==> src/rtl/disc_point_to_hue_offset_top_macros.svh <==
// ---------------------------------------------------------------------------
// Assertion macros
// Shared concurrent assertion forms, clocked on clk_i and held off in reset.
// ---------------------------------------------------------------------------
`ifndef DISC_POINT_TO_HUE_OFFSET_TOP_MACROS_SVH
`define DISC_POINT_TO_HUE_OFFSET_TOP_MACROS_SVH
`ifndef NO_ASSERTIONS
`define DPHO_ASSERT_IMPLY(lbl, ante, cons, msg) \
  lbl: assert property (@(posedge clk_i) disable iff (!rst_ni) (ante) |-> (cons)) \
    else $error(msg);
`define DPHO_ASSERT_ALWAYS(lbl, expr, msg) \
  lbl: assert property (@(posedge clk_i) disable iff (!rst_ni) (expr)) \
    else $error(msg);
`else
`define DPHO_ASSERT_IMPLY(lbl, ante, cons, msg)
`define DPHO_ASSERT_ALWAYS(lbl, expr, msg)
`endif
`endif

==> src/rtl/dpho_pkg.sv <==
// ---------------------------------------------------------------------------
// Disc point to hue offset package
// Beat types, fixed widths and the CORDIC angle table.
// ---------------------------------------------------------------------------
`default_nettype none

package dpho_pkg;

  localparam int unsigned DATA_WIDTH   = 16;
  localparam int unsigned FRAC_BITS    = DATA_WIDTH - 2;
  localparam int unsigned CORDIC_STEPS = 30;
  localparam int unsigned CORDIC_W     = 64;
  localparam int unsigned CORDIC_SH    = 60 - DATA_WIDTH;
  localparam int unsigned ANGLE_W      = 32;
  localparam int unsigned HUE_FRAC     = 20;
  localparam int unsigned DEV_W        = HUE_FRAC + 3;
  localparam int unsigned LEN_W        = HUE_FRAC + 2;

  localparam logic [ANGLE_W-1:0] HALF_TURN = 32'h8000_0000;

  typedef struct packed {
    logic signed [DATA_WIDTH-1:0] x_coord;
    logic signed [DATA_WIDTH-1:0] y_coord;
    logic signed [DATA_WIDTH-1:0] strength;
  } point_t;

  typedef struct packed {
    logic signed [DATA_WIDTH-1:0] delta_red;
    logic signed [DATA_WIDTH-1:0] delta_green;
    logic signed [DATA_WIDTH-1:0] delta_blue;
  } offset_t;

  typedef enum logic [2:0] {
    SEC_RED_YEL = 3'd0,
    SEC_YEL_GRN = 3'd1,
    SEC_GRN_CYN = 3'd2,
    SEC_CYN_BLU = 3'd3,
    SEC_BLU_MAG = 3'd4,
    SEC_MAG_RED = 3'd5
  } hue_sector_e;

  function automatic logic [ANGLE_W-1:0] turn_atan(input int unsigned step);
    logic [ANGLE_W-1:0] a;
    case (step)
      0:  a = 32'h20000000;
      1:  a = 32'h12E4051D;
      2:  a = 32'h09FB385B;
      3:  a = 32'h051111D4;
      4:  a = 32'h028B0D43;
      5:  a = 32'h0145D7E1;
      6:  a = 32'h00A2F61E;
      7:  a = 32'h00517C55;
      8:  a = 32'h0028BE53;
      9:  a = 32'h00145F2E;
      10: a = 32'h000A2F98;
      11: a = 32'h000517CC;
      12: a = 32'h00028BE6;
      13: a = 32'h000145F3;
      14: a = 32'h0000A2F9;
      15: a = 32'h0000517C;
      16: a = 32'h000028BE;
      17: a = 32'h0000145F;
      18: a = 32'h00000A2F;
      19: a = 32'h00000517;
      20: a = 32'h0000028B;
      21: a = 32'h00000145;
      22: a = 32'h000000A2;
      23: a = 32'h00000051;
      24: a = 32'h00000028;
      25: a = 32'h00000014;
      26: a = 32'h0000000A;
      27: a = 32'h00000005;
      28: a = 32'h00000002;
      29: a = 32'h00000001;
      default: a = '0;
    endcase
    return a;
  endfunction

endpackage

`default_nettype wire

==> src/rtl/dpho_cordic_cell.sv <==
// ---------------------------------------------------------------------------
// CORDIC vectoring cell
// One rotation step toward the x axis, angle kept in turns.
// ---------------------------------------------------------------------------
`default_nettype none

module dpho_cordic_cell #(
  parameter int unsigned STEP = 0
) (
  input  logic                                  clk_i,
  input  logic                                  rst_ni,
  input  logic                                  valid_i,
  input  logic signed [dpho_pkg::CORDIC_W-1:0]  x_i,
  input  logic signed [dpho_pkg::CORDIC_W-1:0]  y_i,
  input  logic        [dpho_pkg::ANGLE_W-1:0]   z_i,
  output logic                                  valid_o,
  output logic signed [dpho_pkg::CORDIC_W-1:0]  x_o,
  output logic signed [dpho_pkg::CORDIC_W-1:0]  y_o,
  output logic        [dpho_pkg::ANGLE_W-1:0]   z_o
);

  localparam logic [dpho_pkg::ANGLE_W-1:0] ATAN = dpho_pkg::turn_atan(STEP);

  logic                                 valid_q;
  logic signed [dpho_pkg::CORDIC_W-1:0] x_d, x_q, y_d, y_q, xs, ys;
  logic        [dpho_pkg::ANGLE_W-1:0]  z_d, z_q;

  always_comb begin
    xs = x_i >>> STEP;
    ys = y_i >>> STEP;
    if (!y_i[dpho_pkg::CORDIC_W-1]) begin
      x_d = x_i + ys;
      y_d = y_i - xs;
      z_d = z_i + ATAN;
    end else begin
      x_d = x_i - ys;
      y_d = y_i + xs;
      z_d = z_i - ATAN;
    end
  end

  always_ff @(posedge clk_i or negedge rst_ni) begin
    if (!rst_ni) begin
      valid_q <= 1'b0;
    end else begin
      valid_q <= valid_i;
    end
  end

  always_ff @(posedge clk_i) begin
    x_q <= x_d;
    y_q <= y_d;
    z_q <= z_d;
  end

  assign valid_o = valid_q;
  assign x_o     = x_q;
  assign y_o     = y_q;
  assign z_o     = z_q;

endmodule

`default_nettype wire

==> config.mk <==
export PLATFORM = sky130hd
export DESIGN_NAME = dpho_cordic_cell
export DESIGN_NICKNAME = d
export VERILOG_FILES = /design/src/rtl/disc_point_to_hue_offset_top_macros.svh /design/src/rtl/dpho_pkg.sv /design/src/rtl/dpho_cordic_cell.sv
export SDC_FILE = /design/constraint.sdc
export NUM_CORES = 1
export LEC_CHECK = 0
export ABC_AREA = 1
export ABC_CLOCK_PERIOD_IN_PS = 1000
export BUFFER_PORTS_ARGS = -buffer_cell sky130_fd_sc_hd__buf_2
export CORE_ASPECT_RATIO = 0.8
export CORE_MARGIN = 4
export CORE_UTILIZATION = 40
export CTS_CLUSTER_SIZE = 24
export DETAILED_ROUTE_END_ITERATION = 12
export PLACE_DENSITY_LB_ADDON = 0.1
export SETUP_SLACK_MARGIN = 0.05
export SYNTH_ARGS = -nofsm -noshare
export SYNTH_HDL_FRONTEND = slang
export SYNTH_SLANG_ARGS = --single-unit
==> constraint.sdc <==
create_clock -name clk_i -period 1 [get_ports clk_i]
set_input_delay 0.1 -clock clk_i [delete_from_list [all_inputs] [get_ports clk_i]]
set_output_delay 0.1 -clock clk_i [all_outputs]
set_load 0.03 [all_outputs]
; Yosys cells after proc, flatten, opt, wreduce, memory -nomap -nowiden
; Cells that the tools add are included.
; Widths: inputs -> output; s select.
[word_totals]
wordCells = 12
input_bits = 163
latch_bits = 0
ramBits = 0
rom_bits = 0
n_memories = 0
ff_bits = 161
[classes]
muxes = 3
n_eq_ne = 0
n_reduce_logical = 0
shifts = 0
multipliers = 0
n_lt_le_gt_ge = 0
div = 0
n_addsub = 5
bitwise = 0
[ops]
columns = op, n
row1 = $mux 64, 2
row2 = $sub 64x64->64, 2
row3 = $add 64x64->64, 1
row4 = $add 32x30->32 const B, 1
row5 = $mux 32, 1
row6 = $sub 32x30->32 const B, 1

; Logic depth before layout (Yosys ltp)
; Gate-level depths: netlist of run 1.
[depth]
word_depth = 2
mapped_depth = 18
ltp_nobuf = 18

; Least setup slack after synthesis of run 1
; Ideal clock, no wire load.
[synth_timing]
path_kind = input -> register
startpoint = in y_i[0] (netlist name)
endpoint = reg y_q (netlist bit y_o[32])
t_required_ns = 0.881
t_arrival_ns = 1.594
stages = 15
setup_slack_ns = -0.713
path_cell_list = inv_1 > ha_1 > fa_1 > inv_1 > nand2_1 > nand3_1 > nand2_1 > nand2_1 > nand2_1 > nand2_1 > nand2_1 > nand2_1 > a21oi_1 > o21ai_0 > nand2_1
[synth_via]
elab_chain_len = 2
word_cells_on_any_way = 3
[synth_rtl]
columns = item, line
row1 = from (decl), dpho_cordic_cell.sv:14  ; input logic signed [dpho_pkg::CORDIC_W-1:0] y_i,
row2 = $sub 64x64->64 / $add 64x64->64 (equally long branches), "dpho_cordic_cell.sv:33, dpho_cordic_cell.sv:37"
row3 = $mux 64 *, dpho_cordic_cell.sv:31  ; if (!y_i[dpho_pkg::CORDIC_W-1]) begin
row4 = via y_d (one bit), dpho_cordic_cell.sv:25  ; logic signed [dpho_pkg::CORDIC_W-1:0] x_d, x_q, y_d, y_q, xs, ys;
row5 = to (signal assigned), dpho_cordic_cell.sv:52  ; y_q <= y_d;
row6 = to (decl), dpho_cordic_cell.sv:25
; The timed path passes the listed nets; every way through them passes the cells marked *.

; Final worst setup path of run 1
[layout_timing]
startpoint = in x_i[17] (netlist name)
endpoint = reg x_q (netlist bit x_o[52])
[layout_via]
elab_chain_len = 2
word_cells_on_any_way = 3
[layout_rtl]
columns = item, line
row1 = from (decl), dpho_cordic_cell.sv:13  ; input logic signed [dpho_pkg::CORDIC_W-1:0] x_i,
row2 = $add 64x64->64 / $sub 64x64->64 (equally long branches), "dpho_cordic_cell.sv:32, dpho_cordic_cell.sv:36"
row3 = $mux 64 *, dpho_cordic_cell.sv:31
row4 = via x_d (one bit), dpho_cordic_cell.sv:25
row5 = to (signal assigned), dpho_cordic_cell.sv:51  ; x_q <= x_d;
row6 = to (decl), dpho_cordic_cell.sv:25
; Marks and branches as above.

==> results.py, run 1 <==
metrics = {
    "global_routing": {
        "grt_pass1_wl_mm": 157,
        "grt_usage": 0.359,
        "grt_max_degree": 39,
        "grt_pass1_vias": 26904,
        "antenna_found_initial": 1,
        "grt-ovfl-total": 0,
    },
    "worst_setup_path": {
        "path_cells": "buf_8, inv_6, ha_4, nand2_4, buf_6, nor2_4, nand2_4, nor3_4, nand2_2, nand3b_4, nand2_4, nand3_2, nand2_2, nand3_2, nand2_2",
        "cp.buffers_inverters": 3,
        "cpPeakStageDelay_ns": 0.36,
        "cp_top_family": "simple AND/OR/NAND/NOR gates",
        "cp_slowest_cell": "ha_4",
        "endpoint_kind": "flop",
        "cp.arrival_ns": 1.94,
        "critPathKind": "in -> reg",
        "cp-start-kind": "input pin",
        "crit_path_max_fanout": 6,
        "crit_required_ns": 1.38,
    },
    "power_and_ir_drop": {
        "max-vdd-ir-drop_v": 0.00146,
        "p_per_area_nw_per_um2": 1060,
        "p_leak_nw": 20.9,
    },
    "sta": {
        "min_period_ns": 1.56,
        "tightest_slew_ns": 0.453,
        "setup_ws_ns": -0.562,
        "final.period_utilization": 1.56,
        "fmax_mhz": 640,
        "timing.slew.headroom": 0.694,
        "whs_ns": 0.0552,
        "drv_slew": 0,
        "setup_viol": 281,
        "rsz0062_at_grt": "yes",
        "hold_viol_final": 0,
    },
    "place": {
        "dp.cells": 5507,
        "portBuffers": 323,
        "dp_hpwl_mm": 88.2,
        "gp_congestion": 1.07,
        "post-place-ws_ns": -1.38,
    },
    "synthesis": {
        "synthesis.nets": 4356,
        "synth-main-ff-cell": "dfxtp_1",
        "synthCells": 3999,
        "synth-seq-cells": 160,
        "synthArstFlopShare": 0.00625,
        "synth-edff-count": 0,
        "syn_area_sq_um": 21200,
        "yosysUniqueCellTypes": 39,
        "synth_warnings": 0,
        "seq_area_frac_synth": 0.151,
        "synth_area_per_cell_sq_um": 5.31,
    },
    "clock_network": {
        "cts_root_buf": "clkbuf_16",
        "numCtsBuffers": 17,
        "cts_tree": "done",
        "clkSinkCount": 160,
        "cts_htree_levels": 4,
        "clockBufferDepth": 2,
        "clkTransAtPathRegs_ns": 0.07,
    },
    "run_status": {
        "status": "complete, but fails checks",
        "violations": "setup timing",
    },
    "min_path": {
        "hp-class": "in -> reg",
    },
    "drt": {
        "viasPerCell": 5.13,
        "ant_nets": 0,
        "vias": 29324,
        "routedWlPerCell_microns": 19.4,
        "drc": 0,
        "first_pass_iters": 8,
        "wirelength_mm": 111,
        "drtIter0Drc": 3047,
    },
    "final_layout": {
        "area_growth_pct": 86.2,
        "antenna_cells": 0,
        "drive_gt1_frac": 0.545,
        "num-nets-final": 5363,
        "stdcell_count": 5712,
    },
    "floorplanning": {
        "core-area_sq_um": 52500,
        "die_width_microns": 266,
        "fp-row-count": 75,
        "die_area_sq_um": 56800,
        "start_util": 0.405,
        "ios": 324,
        "die_h_microns": 214,
    },
    "job": {
        "maxCapViolCount": 0,
    },
}
-- area by class of cell --
class / count / area [sq um]
Clock buffer: 18 / 439
Tap cell: 693 / 867
Clock inverter: 14 / 149
Multi-Input combinational cell: 2848 / 21100
Sequential cell: 160 / 3430
Timing Repair Buffer: 1078 / 9900
Inverter: 901 / 3650
Fill cell: 4166 / 12900
-- layer usage --
metal / track usage / part of all wire / wire [microns] / vias to the layer above
li1: - / - / - / 14018
met1: 0.524 / 0.43 / 47600 / 13526
met2: 0.522 / 0.41 / 46000 / 1548
met3: 0.0961 / 0.12 / 13900 / 230
met4: 0.0926 / 0.032 / 3560 / 2
met5: 0 / 0.00012 / 13 / -
-- placed cells by master (no fill, tap or decap), types with 16 or more instances in the layout --
cell | Yosys | routed
a21oi_4 | 0 | 20
nor2_4 | 5 | 188
nand2_1 | 1559 | 970
dfxtp_2 | 0 | 148
o21ai_0 | 109 | 34
o21ai_1 | 3 | 51
nand3_1 | 306 | 171
nand2_4 | 1 | 139
nand2_2 | 12 | 438
nand4_1 | 51 | 51
buf_8 | 0 | 25
ha_1 | 190 | 120
a21oi_1 | 169 | 72
nand2_8 | 0 | 25
a21oi_2 | 0 | 77
inv_1 | 894 | 667
nand3_4 | 0 | 39
nand3_2 | 13 | 109
nor2_2 | 34 | 50
o21ai_2 | 0 | 25
inv_4 | 0 | 45
buf_12 | 0 | 45
ha_4 | 0 | 65
buf_4 | 35 | 570
inv_2 | 6 | 169
nor2_1 | 259 | 60
xor2_1 | 50 | 19
buf_2 | 26 | 87
nor3_4 | 1 | 16
clkbuf_16 | 0 | 17
xor2_2 | 0 | 23
dlygate4sd3_1 | 0 | 36
buf_6 | 6 | 315
-- report_power, final --
part	internal, W	switching, W	total [W]	leakage [nW]
logic	0.0111	0.0156	0.0267	19.2
clock network	0.00356	0.00332	0.00688	0.287
registers	0.00765	0.000745	0.00840	1.36
total	0.0223	0.0197	0.0420	20.9
-- synthesized netlist by cell type (4+ instances only) --
cell type | count | area, sq um
a21o_1 | 5 | 37.5
a21oi_1 | 169 | 846
a31oi_1 | 9 | 56.3
and2_1 | 6 | 37.5
buf_1 | 6 | 22.5
buf_2 | 26 | 130
buf_4 | 35 | 263
buf_6 | 6 | 67.6
clkbuf_1 | 15 | 56.3
dfxtp_1 | 159 | 3180
fa_1 | 4 | 80.1
ha_1 | 190 | 2380
inv_1 | 894 | 3360
inv_2 | 6 | 22.5
nand2_1 | 1559 | 5850
nand2_2 | 12 | 75.1
nand3_1 | 306 | 1530
nand3_2 | 13 | 130
nand4_1 | 51 | 319
nor2_1 | 259 | 972
nor2_2 | 34 | 213
nor2_4 | 5 | 56.3
nor3_1 | 9 | 45.0
nor3_2 | 13 | 130
o21ai_0 | 109 | 546
o21bai_1 | 18 | 135
o22ai_1 | 9 | 56.3
o31ai_1 | 5 | 37.5
xor2_1 | 50 | 438
-- repair_timing --
action / CTS / global route
pin swaps: 373 / 364
gates resized for setup: 1444 / 710
setup endpoints to repair: 283 / 283
setup buffers: 71 / 83
hold buffers: 36 / 0
hold endpoints to repair: 36 / 0
-- cell families after synthesis --
family	share of synthesized area
AO/OA/AOI/OAI	0.0815
XOR/XNOR	0.0210
adder cells (fa/ha/maj)	0.116
buffers and inverters	0.185
flip-flops	0.151
AND/OR/NAND/NOR	0.445
-- through the flow --
| stage | instance area, sq um | util | power [W] | TNS, ns |
|---|---|---|---|---|
| floorplan | 24000 | - | 0.0195 | -57.30 |
| global placement | 30100 | 0.574 | 0.0276 | -124.29 |
| detailed placement | 30100 | 0.574 | 0.0276 | -125.65 |
| CTS | 36200 | 0.691 | 0.0388 | -54.65 |
| global route | 39500 | 0.753 | 0.0436 | -69.37 |
| finish | 39500 | 0.753 | 0.0420 | -59.91 |
-- registers in the layout, indices dropped and copies added, names as in the netlist --
name,flops
z_o,32
y_o,63
x_o,64
valid_o,1
-- final timing paths --
kind	from	to	slack [ns]	cells after the start
worst max-delay path	x_i[17]	x_o[52]$_DFF_P_	-0.56	15
max in group asynchronous	rst_ni	valid_o$_DFF_PN0_	0.43	3
worst min-delay path	x_i[1]	x_o[1]$_DFF_P_	0.06	4
min in group asynchronous	rst_ni	valid_o$_DFF_PN0_	0.46	3
Power figures use the tool's default switching activity.
==> run 2, diff against run 1 <==
CORE_MARGIN = not set   (was 4)
==> run 2 against run 1 <==
  * Global-route usage increased by 2.2 points
  * Flip-flop and latch count unchanged
  * Worst setup slack got worse by 0.030 ns
  * Core utilization decreased by 1.8 points
  * Non-clock buffer count increased by 7
  * Critical path depth decreased by 2
  * The run still ends with setup timing left
  * Total power decreased by 0.76%
  * First-iteration DRC count decreased by 9.9%
  * Clock power increased by 7.6%
==> results.py, run 2 (same netlist as run 1, synthesis figures left out) <==
metrics = {
    "place": {
        "dp_hpwl_mm": 87.8,
        "placed_area_sq_um": 30100,
        "gp_congestion": 1.06,
        "portBuffers": 323,
    },
    "drt": {
        "viasPerCell": 5.11,
        "first_pass_iters": 7,
        "vias": 29206,
        "drc": 0,
        "routedWlPerCell_microns": 19.0,
        "drtIter0Drc": 2746,
        "ant_nets": 0,
        "wirelength_mm": 109,
    },
    "power_and_ir_drop": {
        "power_frac_clock": 0.178,
        "p_int_w": 0.0225,
        "combPwrFrac": 0.620,
        "max-vdd-ir-drop_v": 0.00103,
        "p_sw_frac": 0.460,
        "p_per_area_nw_per_um2": 1080,
        "power_switching_w": 0.0192,
        "p_leak_nw": 20.6,
        "seq_power_share": 0.202,
    },
    "floorplanning": {
        "core-area_sq_um": 52500,
        "start_util": 0.405,
        "die_area_sq_um": 54000,
        "ios": 324,
        "fp-row-count": 75,
        "die_width_microns": 260,
        "die_h_microns": 208,
    },
    "sta": {
        "setup_ws_ns": -0.592,
        "fmax_mhz": 628,
        "tightest_slew_ns": 0.444,
        "hold_viol_final": 0,
        "fin_setup_tns_ns": -62.32,
        "min_period_ns": 1.59,
        "setup_viol": 283,
        "timing.slew.headroom": 0.701,
        "drv_slew": 0,
        "rsz0062_at_grt": "yes",
        "final.period_utilization": 1.59,
    },
    "clock_network": {
        "clockBufferDepth": 2,
        "cts_tree": "done",
        "clkSinkCount": 160,
        "clkTransAtPathRegs_ns": 0.07,
        "cts_htree_levels": 4,
        "numCtsBuffers": 17,
        "cts_root_buf": "clkbuf_16",
    },
    "worst_setup_path": {
        "crit_required_ns": 1.35,
        "endpoint_kind": "flop",
        "cp.arrival_ns": 1.94,
        "crit_path_max_fanout": 8,
        "cp-start-kind": "input pin",
        "critPathKind": "in -> reg",
    },
    "min_path": {
        "hold_end": "x_o[63]$_DFF_P_",
        "holdCritStartpoint": "x_i[63]",
        "hp-class": "in -> reg",
        "min_path_cells": 5,
    },
    "job": {
        "maxCapViolCount": 0,
    },
    "final_layout": {
        "num-nets-final": 5370,
        "antenna_cells": 0,
        "largest_reg_flops": 64,
        "drive_gt1_frac": 0.518,
        "layout_common_cells": "nand2_1 (1044), inv_1 (670), buf_4 (587)",
        "layout_commonest_cell": "nand2_1",
        "finalInstanceArea_sq_um": 38600,
        "area_growth_pct": 81.7,
    },
    "run_status": {
        "status": "complete, but fails checks",
        "violations": "setup timing",
    },
    "global_routing": {
        "antenna_found_initial": 3,
        "grt-ovfl-total": 0,
        "grt_pass1_vias": 26533,
        "grt_pass1_wl_mm": 154,
        "grt_usage": 0.382,
        "grt_max_degree": 31,
    },
}
## run 2: changes by cell type in the layout (fill, tap and decap cells not counted), sizes merged
cell,delta
bufinv,+2
inv,+2
clkbuf,+3
clkinvlp,-1
dlygate4sd3,-1
buf,+7
clkinv,-5
## run 2: how the worst max path moves through the flow
stage / start / end / slack, ns / cells past startpoint
floorplan: y_i[0] / y_o[32]$_DFF_P_ / -0.59 / 15
global placement: x_i[9] / y_o[17]$_DFF_P_ / -1.27 / 13
detailed placement: x_i[9] / y_o[17]$_DFF_P_ / -1.26 / 13
CTS: y_i[0] / x_o[56]$_DFF_P_ / -0.48 / 14
global route: x_i[32] / y_o[62]$_DFF_P_ / -0.66 / 17
finish: x_i[12] / y_o[19]$_DFF_P_ / -0.59 / 13
## run 2: area by class of cell
| cell class | count | area (sq um) |
|---|---|---|
| Clock buffer | 20 | 447 |
| Clock inverter | 12 | 168 |
| Fill cell | 4290 | 13900 |
| Inverter | 901 | 3650 |
| Multi-Input combinational cell | 2848 | 20100 |
| Sequential cell | 160 | 3430 |
| Tap cell | 693 | 867 |
| Timing Repair Buffer | 1085 | 9910 |
## run 2: worst max-delay path: stages
cell and delay (ns):
buf_8 0.09, inv_8 0.03, ha_4 0.38, buf_12 0.14, nand2_8 0.07, nor2_4 0.16
nand2_4 0.09, nor3_4 0.15, nand2_2 0.11, nand3_4 0.11, buf_4 0.11, nor2_1 0.05
o31ai_1 0.34
## run 2: power by group through the flow
stage | clock network (W) | registers, W | logic, W
after floorplan | 0 | 0.00991 | 0.00958
after global placement | 0 | 0.00807 | 0.0196
after detailed placement | 0 | 0.00807 | 0.0196
after CTS | 0.00743 | 0.00841 | 0.0235
after global routing | 0.00766 | 0.00847 | 0.0271
final | 0.00740 | 0.00843 | 0.0258
## run 2: what timing repair did
action | CTS | global route
setup buffers | 92 | 67
resized for setup | 1393 | 537
endpoints found under the setup margin | 283 | 284
hold buffers | 35 | 0
pin swaps | 348 | 310
endpoints found under the hold margin | 34 | 0
## run 2: metal layers
metal | up-vias | routed length, microns | GRT usage
met5 | - | 23 | 0
met4 | 4 | 3380 | 0.114
met3 | 200 | 13500 | 0.124
met2 | 1486 | 44600 | 0.549
met1 | 13496 | 47200 | 0.535
li1 | 14020 | - | -
## run 2: through the flow
| step | power (W) | util | setup slack, ns | instances | hold slack (ns) |
|---|---|---|---|---|---|
| 3_3_place_gp | 0.0276 | 0.575 | -1.27 | 5506 | -0.116 |
| 2_1_floorplan | 0.0195 | - | -0.587 | 3999 | -0.196 |
| 6_report | 0.0417 | 0.735 | -0.592 | 5719 | 0.0346 |
| 3_5_place_dp | 0.0277 | 0.575 | -1.26 | 5506 | -0.115 |
| 5_1_grt | 0.0433 | 0.735 | -0.655 | 5719 | 0.0660 |
| 4_1_cts | 0.0393 | 0.690 | -0.481 | 5654 | 0.0136 |
