## config.mk

```make
export PLATFORM = sky130hd
export DESIGN_NAME = dpho_div_cell
export DESIGN_NICKNAME = d
export VERILOG_FILES = /design/src/rtl/disc_point_to_hue_offset_top_macros.svh /design/src/rtl/dpho_div_cell.sv
export SDC_FILE = /design/constraint.sdc
export NUM_CORES = 1
export LEC_CHECK = 0
export ABC_AREA = 1
export BUFFER_PORTS_ARGS = -buffer_cell sky130_fd_sc_hd__buf_2
export CORE_AREA = 2 2 112 93
export DETAILED_ROUTE_END_ITERATION = 7
export DIE_AREA = 0 0 114 95
export SKIP_LAST_GASP = 1
export SYNTH_ARGS = -nofsm -noshare
export SYNTH_HDL_FRONTEND = slang
export SYNTH_SLANG_ARGS = --single-unit
export TNS_END_PERCENT = 30
```

## constraint.sdc

```tcl
create_clock -name clk_i -period 0.8 [get_ports clk_i]
set_input_delay 0.2 -clock clk_i [delete_from_list [all_inputs] [get_ports clk_i]]
set_output_delay 0.2 -clock clk_i [all_outputs]
set_load 0.01 [all_outputs]
```

## src/rtl/disc_point_to_hue_offset_top_macros.svh

```systemverilog
// ---------------------------------------------------------------------------
// Assertion macros
// Shared concurrent assertion forms, clocked on clk_i and held off in reset.
// ---------------------------------------------------------------------------
`ifndef DISC_POINT_TO_HUE_OFFSET_TOP_MACROS_SVH
`define DISC_POINT_TO_HUE_OFFSET_TOP_MACROS_SVH
`ifndef NO_ASSERTIONS
`define DPHO_ASSERT_IMPLY(lbl, ante, cons, msg) \
  lbl: assert property (@(posedge clk_i) disable iff (!rst_ni) (ante) |-> (cons)) \
    else $error(msg);
`define DPHO_ASSERT_ALWAYS(lbl, expr, msg) \
  lbl: assert property (@(posedge clk_i) disable iff (!rst_ni) (expr)) \
    else $error(msg);
`else
`define DPHO_ASSERT_IMPLY(lbl, ante, cons, msg)
`define DPHO_ASSERT_ALWAYS(lbl, expr, msg)
`endif
`endif

```

## src/rtl/dpho_div_cell.sv

```systemverilog
// ---------------------------------------------------------------------------
// Restoring divider cell
// One quotient bit; dividend bits shift out as quotient bits shift in.
// ---------------------------------------------------------------------------
`default_nettype none

module dpho_div_cell #(
  parameter int unsigned QUO_W = 15,
  parameter int unsigned DIV_W = 22,
  parameter int unsigned TAG_W = 1
) (
  input  logic               clk_i,
  input  logic               rst_ni,
  input  logic               valid_i,
  input  logic [QUO_W-1:0]   nq_i,
  input  logic [DIV_W-1:0]   rem_i,
  input  logic [DIV_W-1:0]   den_i,
  input  logic [TAG_W-1:0]   tag_i,
  output logic               valid_o,
  output logic [QUO_W-1:0]   nq_o,
  output logic [DIV_W-1:0]   rem_o,
  output logic [DIV_W-1:0]   den_o,
  output logic [TAG_W-1:0]   tag_o
);

  logic               valid_q, ge;
  logic [DIV_W:0]     trial, diff;
  logic [QUO_W-1:0]   nq_d, nq_q;
  logic [DIV_W-1:0]   rem_d, rem_q, den_q;
  logic [TAG_W-1:0]   tag_q;

  always_comb begin
    trial = {rem_i, nq_i[QUO_W-1]};
    ge    = trial >= {1'b0, den_i};
    diff  = trial - {1'b0, den_i};
    rem_d = ge ? diff[DIV_W-1:0] : trial[DIV_W-1:0];
    nq_d  = {nq_i[QUO_W-2:0], ge};
  end

  always_ff @(posedge clk_i or negedge rst_ni) begin
    if (!rst_ni) begin
      valid_q <= 1'b0;
    end else begin
      valid_q <= valid_i;
    end
  end

  always_ff @(posedge clk_i) begin
    nq_q  <= nq_d;
    rem_q <= rem_d;
    den_q <= den_i;
    tag_q <= tag_i;
  end

  assign valid_o = valid_q;
  assign nq_o    = nq_q;
  assign rem_o   = rem_q;
  assign den_o   = den_q;
  assign tag_o   = tag_q;

endmodule

`default_nettype wire

```

* Word level (Yosys, flattened, before mapping)
Cells that the tools add are included.
** Cells by class
- Mux-type cells :: 1
- Add/sub/neg operators :: 1
- Magnitude comparators :: 1
** Operators with widths (count)
- $ge A23 B22 Y1 :: 1
- $mux W22 :: 1
- $sub A22 B22 Y22 :: 1
** Storage, ports and cells
- Word-level logic and storage cells :: 8
- Output and inout bits :: 61
- Flip-flop bits (word level) :: 61
- Input bits :: 63

* Depth between registers and ports, before layout
Gate-level depths: netlist of run 1.
- Depth after elaboration :: 2
- Mapped depth :: 14
- Gate-level depth less buffers :: 13

* Worst setup path before layout of run 1
OpenSTA, ideal clock, no wires.
- Path type :: input-to-reg
- Start point :: in nq_i[14]
- End point :: reg rem_q[16], in the netlist rem_o[16]
- Buffers on the path :: 0
- Library setup time :: 113 ps
- Data required time :: 687 ps
- Setup slack :: -843 ps
- Stages :: 12
- Data arrival time :: 1530 ps
- Cells stage by stage :: inv_1 -> ha_1 -> inv_1 -> fa_1 -> nand3_1 -> nand3_1 -> nand2_1 -> nand3_1 -> nand2_1 -> nand3b_1 -> nand3_1 -> nand2_1
** On the way
- Longest elaborated chain between the ends :: 2
- Elaborated cells between the ends (all ways) :: 3
- Classes of those cells :: 1 x add/sub; 1 x order compare; 1 x mux
** RTL lines
- start, declared :: line dpho_div_cell.sv:15 : input logic [QUO_W-1:0] nq_i,
- $sub A22 B22 Y22 or $ge A23 B22 Y1 (tied branches) :: line dpho_div_cell.sv:35, dpho_div_cell.sv:34
- $mux W22 * :: line dpho_div_cell.sv:36 : rem_d = ge ? diff[DIV_W-1:0] : trial[DIV_W-1:0];
- named net rem_d[16] :: line dpho_div_cell.sv:29 : logic [DIV_W-1:0] rem_d, rem_q, den_q;
- end signal, assigned :: line dpho_div_cell.sv:50 : rem_q <= rem_d;
- end, declared :: line dpho_div_cell.sv:29
The timed path passes the listed nets; every way through them passes the cells marked *.

* Final worst setup path of run 1
- Start point :: in rem_i[4]
- End point :: reg rem_q[11], in the netlist rem_o[11]
** On the way
- Longest elaborated chain between the ends :: 2
- Elaborated cells between the ends (all ways) :: 3
- Classes of those cells :: 1 x add/sub; 1 x order compare; 1 x mux
** RTL lines
- start, declared :: line dpho_div_cell.sv:16 : input logic [DIV_W-1:0] rem_i,
- $sub A22 B22 Y22 or $ge A23 B22 Y1 (tied branches) :: line dpho_div_cell.sv:35, dpho_div_cell.sv:34
- $mux W22 * :: line dpho_div_cell.sv:36
- named net rem_d[11] :: line dpho_div_cell.sv:29
Marked as above.

==> key figures, run 1 <==
Critical path
  – Worst-path maximum fanout: 6
  – Arr. time, crit path: 1.63 ns
  – Levels on crit path: 12
  – Worst-path cell chain: buf_2 > ha_4 > nand2_4 > inv_2 > a21oi_2 > nand2_2 > nand2_2 > nand4_4 > buf_12 > buf_12 > nand3_2 > nand2_1
  – Crit. End Element: flip-flop
  – Kind of critical path: in2reg
  – CP max stage cell: ha_4
  – Maximum single-stage delay on the critical path: 0.26 ns
  – Worst Path Buf+Inv: 4
  – Worst EP required: 1.01 ns
  – Critical Path Source Type: input port
  – Critical path's top delay family: simple AND/OR/NAND/NOR gates

Clocking
  – Clk sinks: 61
  – Cts bufs inserted: 9
  – CTS root buffer: clkbuf_16
  – CTS clk-pin slew, worst paths: 0.06 ns
  – CTS H-tree lvls: 3
  – CTS tree: built
  – Clock tree buffer depth: 2

Hold path
  – Hold depth: 1
  – Hold Crit Class: in2reg

Yosys
  – Syn Area/Cell: 7.075 µm²
  – Synthesis Warnings: 0
  – Synth top area share: 36.20%
  – Most frequent cell after synthesis: nand2_1
  – Top cells by area, synth: dfxtp_1, nand2_1, inv_1
  – Post-synth top cells: nand2_1, inv_1, dfxtp_1
  – Seq/Total Area, Yosys: 36.95%
  – Post-synth EDFFs: 0
  – Unique masters post-synth: 28
  – Yosys top cell by area: dfxtp_1
  – FFs w/ async S/R, synth: 1.639%
  – #FFs+latches synth: 61
  – Synthesized instance count: 469
  – Mapped Area: 3318 µm²
  – Syn Nets: 555
  – Prevailing post-synth register cell: dfxtp_1

Placed design
  – HPWL after detailed placement: 8020 µm
  – Gpl congestion: 0.8001
  – Post-Place Worst Slack: -1.018 ns
  – Port buffer count: 123

GRT
  – Global route overflow: 0
  – Largest net degree at the start of global routing: 14
  – First-pass GRT wire length: 17550 µm
  – Vias in the first global route: 3694
  – Initial antenna violation count: 0
  – Total GRT Usage: 21.06%

Pwr
  – Int Power: 7.729 mW
  – Clk pwr share: 33.6%
  – Sequential share of power: 30.8%
  – PwrDens: 1730 nW/µm²
  – P_sw: 3.501 mW
  – Sw frac: 31.17%
  – Combinational power share: 35.7%
  – Worst vdd ir: 1088 µV
  – Leak: 3.329 nW
  – Overall Power: 11.23 mW

Die
  – Die Y: 95 µm
  – Core area: 9827 µm²
  – Total I/O pin count: 124
  – Die width: 114 µm
  – Die Footprint: 10830 µm²
  – # rows: 33
  – Starting Density: 33.77%

Drt
  – DRT iter0 DRCs: 164
  – Vias: 3744
  – DR vias/cell: 4.384
  – DRT Pass-1 Iters: 4
  – Post-DRT Antenna Nets: 0
  – DRC violations left: 0
  – WL/cell: 13.20 µm
  – Detailed-route wire length: 11270 µm

STA
  – Max Clk Rate: 703.8 MHz
  – Final Setup Violations: 84
  – Final WS setup: -0.6209 ns
  – Max Slew Vio Count: 0
  – Slew headroom: 77.80%
  – Tmin final: 1.421 ns
  – Slew @ Worst Pin: 0.3330 ns
  – RSZ-0062 raised after global routing: true
  – Endpoints failing hold: 1
  – Hold WS: -0.003750 ns
  – Fin crit share: 177.6%

Final layout
  – Nets@finish: 813
  – Share of layout cells above drive strength 1: 56.83%
  – Fillcell total: 838
  – Register area: 1229 µm²
  – Multi-input logic area: 2465 µm²
  – ANT cells: 0
  – Area grow syn2layout: 95.66%

Job
  – # Max-Cap Violations: 0

Status
  – Failing checks: negative hold slack, negative setup slack
  – Status: finished, violations left
## through the flow
| step | setup TNS [ns] | instances | utilization [%] | instance area (µm²) |
|---|---|---|---|---|
| global placement | -21.69 | 780 | 50.78 | 4990 |
| finish | -21.77 | 854 | 66.07 | 6492 |
| global route | -25.18 | 854 | 66.07 | 6492 |
| CTS | -21.75 | 848 | 63.87 | 6276 |
| detailed placement | -22.36 | 780 | 50.78 | 4990 |
| floorplan | -14.69 | 469 | - | 3707 |
## routing by layer
metal	global-route usage (%)	wire length [µm]	vias up
met3	4.236	503	10
met5	0	0	-
li1	-	-	1953
met1	27.17	5261	1684
met4	5.386	104	0
met2	36.16	5403	97
## what timing repair did
action                                  4_1_cts  5_1_grt
endpoints found under the setup margin       84       84
endpoints found under the hold margin        37        0
hold buffers                                 36        0
buffers inserted                             14        8
gates cloned                                  2        0
resized for setup                           135       55
pin swaps                                    69       43
## power by group through the flow
stage | registers [mW] | logic [mW] | clock network [mW]
floorplan | 3.69 | 1.54 | 0
global placement | 3.50 | 3.02 | 0
detailed placement | 3.50 | 3.04 | 0
CTS | 3.45 | 3.80 | 3.88
global route | 3.48 | 4.36 | 3.98
finish | 3.45 | 4.00 | 3.77
## kinds of logic after synthesis
family          after synthesis  share of synthesized area, %
compound gates               25                         5.128
buf+inv                      99                         12.25
flops                        61                         36.95
xor+xnor                      9                         2.376
fa+ha+maj                    23                         8.899
simple gates                252                         34.39
## flip-flops by register name (all words and copies together), names as in the netlist
signal	cells
rem_o	22
tag_o	1
valid_o	1
nq_o	15
den_o	22
## layout make-up
class	instances	share of cell area (%)
Clock inverter	3	0.3083
Timing Repair Buffer	252	30.12
Sequential cell	61	18.92
Tap cell	122	2.351
Clock buffer	13	4.163
Multi-Input combinational cell	309	37.96
Inverter	94	6.167
## cells in the final DEF (no fill, tap or decap), types with 3 or more instances in the layout
master / instances
a21oi_1: 10
buf_12: 3
buf_2: 95
buf_4: 85
buf_6: 23
buf_8: 9
clkbuf_16: 9
clkbuf_8: 3
dfxtp_1: 58
dlygate4sd3_1: 36
ha_4: 22
inv_1: 64
inv_2: 19
inv_4: 9
nand2_1: 95
nand2_2: 45
nand2_4: 26
nand3_1: 24
nand3_2: 19
nand3b_1: 5
nand4_1: 3
nor2_1: 9
nor2_2: 8
nor2_4: 10
o21ai_2: 8
xor2_1: 3
xor2_2: 6
## path summary, 6_finish.rpt
| path | start | to | slack [ns] |
|---|---|---|---|
| worst min-delay path | den_i[1] | den_o[1]$_DFF_P_ | -0.004 |
| min in group asynchronous | rst_ni | valid_o$_DFF_PN0_ | 0.18 |
| worst max-delay path | rem_i[4] | rem_o[11]$_DFF_P_ | -0.62 |
| max in group asynchronous | rst_ni | valid_o$_DFF_PN0_ | 0.54 |
Note: power is estimated with default switching activity, not from simulation.
==> run 2: changes to the inputs <==
ABC_CLOCK_PERIOD_IN_PS = 800   (was default)
REMOVE_ABC_BUFFERS = 1   (was default)
==> run 2 against run 1 <==
Effect of this change: clock power up 5%; non-clock buffer count increased by 14; die area unchanged; worst setup slack improved by 0.014 ns; first-iteration DRC count is 0.61% higher; the run ends with negative setup slack left; wire length up 7.0%; critical path depth is the same; via count grew 5.0%.
==> key figures, run 2 (same netlist as run 1, synthesis figures left out) <==
GRT
  – Vias in the first global route: 3838
  – Initial antenna violation count: 0
  – First-pass GRT wire length: 18180 µm
  – Total GRT Usage: 21.88%
  – Largest net degree at the start of global routing: 14
  – Global route overflow: 0

Placed design
  – Post-DP Area: 4628 µm²
  – Port buffer count: 123
  – HPWL after detailed placement: 7639 µm
  – Gpl congestion: 0.8455

Pwr
  – Int Power: 8.014 mW
  – Leak: 3.441 nW
  – Worst vdd ir: 1854 µV
  – Sw frac: 30.59%
  – P_sw: 3.532 mW
  – Combinational power share: 35.7%
  – Clk pwr share: 34.4%
  – PwrDens: 1738 nW/µm²
  – Sequential share of power: 29.9%

STA
  – Endpoints failing hold: 0
  – Max Slew Vio Count: 0
  – Slew @ Worst Pin: 0.2551 ns
  – Fin crit share: 175.8%
  – Final Setup Violations: 84
  – Total Neg Setup Slack: -22.70 ns
  – Slew headroom: 82.93%
  – Max Clk Rate: 710.8 MHz
  – RSZ-0062 raised after global routing: true
  – Hold WS: 0.02867 ns
  – Final WS setup: -0.6068 ns
  – Tmin final: 1.407 ns

Clocking
  – CTS root buffer: clkbuf_16
  – CTS tree: built
  – Cts bufs inserted: 9
  – CTS H-tree lvls: 3
  – Clk sinks: 61
  – CTS clk-pin slew, worst paths: 0.05 ns
  – Clock tree buffer depth: 2

Final layout
  – ANT cells: 0
  – Most frequent cells in the layout: buf_2, nand2_1, buf_4
  – Final Core Density: 67.61%
  – Share of layout cells above drive strength 1: 58.50%
  – Fillcell total: 784
  – Commonest non-fill, non-tap cell in the layout: buf_2
  – Area grow syn2layout: 100.2%
  – Nets@finish: 828
  – Cell area after layout: 6644 µm²

Drt
  – Detailed-route wire length: 12060 µm
  – Post-DRT Antenna Nets: 0
  – Vias: 3931
  – WL/cell: 13.88 µm
  – DR vias/cell: 4.524
  – DRC violations left: 0
  – DRT iter0 DRCs: 165
  – DRT Pass-1 Iters: 4

Die
  – Die Y: 95 µm
  – Total I/O pin count: 124
  – Die width: 114 µm
  – Starting Density: 33.77%
  – Die Footprint: 10830 µm²
  – Core area: 9827 µm²
  – # rows: 33

Critical path
  – Critical Path Source Type: input port
  – Crit. End Element: flip-flop
  – Kind of critical path: in2reg
  – Worst EP required: 1.03 ns
  – Arr. time, crit path: 1.63 ns
  – Worst-path maximum fanout: 6

Status
  – Failing checks: negative setup slack
  – Status: finished, violations left

Job
  – # Max-Cap Violations: 0

Hold path
  – Hold Crit Class: in2reg
## run 2: cell types whose count changed in the layout (fill, tap and decap cells not counted), moves of 5 or more
| cell | before | now |
|---|---|---|
| a21oi_1 | 10 | 4 |
| a21oi_2 | 2 | 7 |
| buf_2 | 95 | 102 |
| buf_6 | 23 | 31 |
| buf_8 | 9 | 3 |
| inv_2 | 19 | 24 |
| nand2_1 | 95 | 89 |
| xor2_1 | 3 | 8 |
| xor2_2 | 6 | 1 |
## run 2: final cells by class
class / count / area [µm²] / share of cell area (%)
clock buffers: 12 / 256.5 / 3.861
clock inverters: 4 / 47.55 / 0.7156
inverters: 94 / 370.4 / 5.574
multi-input cells: 310 / 2530 / 38.08
flip-flops and latches: 61 / 1229 / 18.49
well taps: 122 / 152.6 / 2.298
repair buffers: 266 / 2058 / 30.98
## run 2: stage by stage
stage                     instances  total power [mW]  setup slack (ns)
final                           869             11.55           -0.6068
after global routing            869             12.13           -0.6718
after CTS                       860             11.13           -0.5773
after detailed placement        785             6.233            -1.155
after global placement          785             6.213            -1.091
after floorplan                 464             4.936            -1.012
## run 2: worst max-delay path: stages
cell	delay, ns
buf_8	0.08
inv_4	0.03
ha_4	0.32
nand2_4	0.07
nor2_4	0.16
nand2_2	0.10
nor2_2	0.13
nand2_2	0.07
nand4_4	0.13
buf_6	0.15
buf_16	0.14
o21ai_2	0.05
## run 2: worst paths after layout
kind | startpoint | endpoint | cells after the start
min in group asynchronous | rst_ni | valid_o$_DFF_PN0_ | 2
setup / recovery | den_i[12] | rem_o[8]$_DFF_P_ | 12
max in group asynchronous | rst_ni | valid_o$_DFF_PN0_ | 2
hold / removal | den_i[0] | den_o[0]$_DFF_P_ | 1
## run 2: routing by layer
layer / track usage [%] / vias up / part of all wire [%]
li1: - / 1982 / -
met1: 26.78 / 1812 / 45
met2: 37.40 / 122 / 48
met3: 6.033 / 15 / 5.7
met4: 7.012 / 0 / 1.2
met5: 0 / - / 0
## run 2: power groups by stage
stage | logic [mW] | registers [mW] | clock network [mW]
2_1_floorplan | 1.25 | 3.69 | 0
3_3_place_gp | 2.71 | 3.50 | 0
3_5_place_dp | 2.73 | 3.50 | 0
4_1_cts | 3.62 | 3.44 | 4.06
5_1_grt | 4.46 | 3.48 | 4.19
6_report | 4.12 | 3.45 | 3.97
## run 2: timing repair
| item | 4_1_cts | 5_1_grt |
|---|---|---|
| setup endpoints to repair | 84 | 84 |
| resized for setup | 131 | 126 |
| cloned | 3 | 2 |
| hold buffers | 38 | 0 |
| buffers inserted | 18 | 11 |
| pin swaps | 48 | 81 |
| hold endpoints to repair | 38 | 0 |
==> run 3: changes to the inputs <==
--- a/config.mk
+++ b/config.mk
@@ -10,4 +10,5 @@
 export BUFFER_PORTS_ARGS = -buffer_cell sky130_fd_sc_hd__buf_2
 export CORE_AREA = 2 2 112 93
+export CTS_BUF_LIST = sky130_fd_sc_hd__clkbuf_4
 export DETAILED_ROUTE_END_ITERATION = 7
 export DIE_AREA = 0 0 114 95
==> constraint.sdc (replaced) <==
create_clock -name clk_i -period 0.8 [get_ports clk_i]
set_input_delay 0.2 -clock clk_i [delete_from_list [all_inputs] [get_ports clk_i]]
set_output_delay 0.2 -clock clk_i [all_outputs]
set_load 0.05 [all_outputs]
==> run 3 against run 2 <==
Effect of this change: the flow still finishes with violations (negative setup slack); clock power shrank 46%; non-clock buffer count grew 1; critical path depth grew 1; wire length shrank 3.5%; final cell count is the same; die area is the same; global-route usage shrank 0.51 points; flip-flop and latch count is the same; power shrank 7.6%; worst hold slack lost 0.0041 ns; first-iteration DRC count grew 13%; combinational power grew 23%.
==> key figures, run 3 (same netlist as run 1, synthesis figures left out) <==
Critical path
  – Crit path launch: den_i[4]
  – Critical Path Source Type: input port
  – Worst EP required: 1.12 ns
  – Arr. time, crit path: 1.65 ns
  – Crit. End Element: flip-flop
  – Worst-path maximum fanout: 6
  – Kind of critical path: in2reg

Drt
  – DRC violations left: 0
  – DR top layer: met4
  – Post-DRT Antenna Nets: 0
  – Routed wl met2: 5452 µm
  – DRT iter0 DRCs: 186
  – DR vias/cell: 4.444
  – Routed metal-1 wire length: 5377 µm
  – Vias: 3862
  – Detailed-route wire length: 11640 µm
  – DRT Pass-1 Iters: 4
  – WL/cell: 13.40 µm
  – DR WL met3: 684 µm

Placed design
  – Gpl congestion: 0.8455
  – Port buffer count: 123
  – Post-Place Worst Slack: -1.155 ns
  – HPWL after detailed placement: 7639 µm
  – Post-DP Area: 4628 µm²

Pwr
  – Worst vdd ir: 1170 µV
  – Overall Power: 10.67 mW
  – Leak: 3.309 nW
  – PwrDens: 1673 nW/µm²

GRT
  – Largest net degree at the start of global routing: 14
  – Global route overflow: 0
  – Initial antenna violation count: 0
  – First-pass GRT wire length: 17840 µm
  – Vias in the first global route: 3800
  – Total GRT Usage: 21.37%

Clocking
  – CTS root buffer: clkbuf_4
  – Clock tree buffer depth: 2
  – CTS clk-pin slew, worst paths: 0.10 ns
  – Clk sinks: 61
  – CTS H-tree lvls: 3
  – Cts bufs inserted: 9
  – CTS tree: built

Final layout
  – Fillcell total: 867
  – Share of layout cells above drive strength 1: 55.42%
  – Register area: 1230 µm²
  – Commonest non-fill, non-tap cell in the layout: buf_2
  – Multi-input logic area: 2421 µm²
  – Most frequent cells in the layout: buf_2, nand2_1, buf_4
  – Area grow syn2layout: 92.16%
  – Nets@finish: 828
  – ANT cells: 0
  – Cell area after layout: 6376 µm²

STA
  – Total Neg Setup Slack: -35.30 ns
  – Tmin final: 1.324 ns
  – Final WS setup: -0.5245 ns
  – Endpoints failing hold: 0
  – Slew headroom: 79.35%
  – Max Clk Rate: 755.0 MHz
  – RSZ-0062 raised after global routing: true
  – Final Setup Violations: 84
  – Max Slew Vio Count: 0
  – Hold WS: 0.02453 ns
  – Slew @ Worst Pin: 0.3097 ns
  – Fin crit share: 165.6%

Die
  – Starting Density: 33.77%
  – Die width: 114 µm
  – Die Y: 95 µm
  – Die Footprint: 10830 µm²
  – Core area: 9827 µm²
  – # rows: 33
  – Total I/O pin count: 124

Hold path
  – Hold Crit Class: in2reg
  – Hold path start: rem_i[4]

Status
  – Failing checks: negative setup slack
  – Status: finished, violations left

Job
  – # Max-Cap Violations: 0
run 3: worst paths after layout:
kind	slack (ns)	cells past startpoint	end
min in group asynchronous	0.07	2	valid_o$_DFF_PN0_
worst min-delay path	0.02	3	rem_o[5]$_DFF_P_
max in group asynchronous	0.64	2	valid_o$_DFF_PN0_
worst max-delay path	-0.52	13	rem_o[8]$_DFF_P_
run 3: timing repair:
item / 4_1_cts / 5_1_grt
hold buffers: 39 / 1
resized for setup: 131 / 94
gates cloned: 3 / 0
setup buffers: 16 / 9
hold endpoints to repair: 39 / 1
endpoints found under the setup margin: 84 / 84
pin swaps: 27 / 51
run 3: power breakdown:
part	switching (mW)	internal (mW)	total, mW	leakage, nW
Combinational	2.98	2.08	5.06	2.72
Clock	1.20	0.957	2.16	0.0712
Sequential	0.0834	3.37	3.45	0.518
Total	4.26	6.40	10.7	3.31
run 3: area by class of cell:
type,count,area share [%]
multi-input cells,309,37.97
repair buffers,267,32.57
flip-flops and latches,61,19.29
inverters,94,5.730
well taps,122,2.394
clock buffers,10,1.177
clock inverters,6,0.8634
run 3: critical path: stages:
cell and delay (ns):
buf_2 0.10, inv_2 0.04, ha_4 0.26, nand2_2 0.09
nand2_4 0.07, a21oi_4 0.14, nand2_4 0.09, nand2_4 0.07
nand4_4 0.16, buf_12 0.18, buf_12 0.14, nand2_2 0.06
o21ai_2 0.05
run 3: per-stage QoR:
| step | util, % | instances |
|---|---|---|
| 3_3_place_gp | 47.10 | 785 |
| 4_1_cts | 60.52 | 859 |
| 5_1_grt | 64.88 | 869 |
| 3_5_place_dp | 47.10 | 785 |
| 2_1_floorplan | - | 464 |
| 6_report | 64.88 | 869 |
run 3: routing by layer:
layer  GRT usage (%)  up-vias
li1                -     1981
met1           26.99     1751
met2           36.36      118
met3           5.392       12
met4           5.793        0
met5               0        -
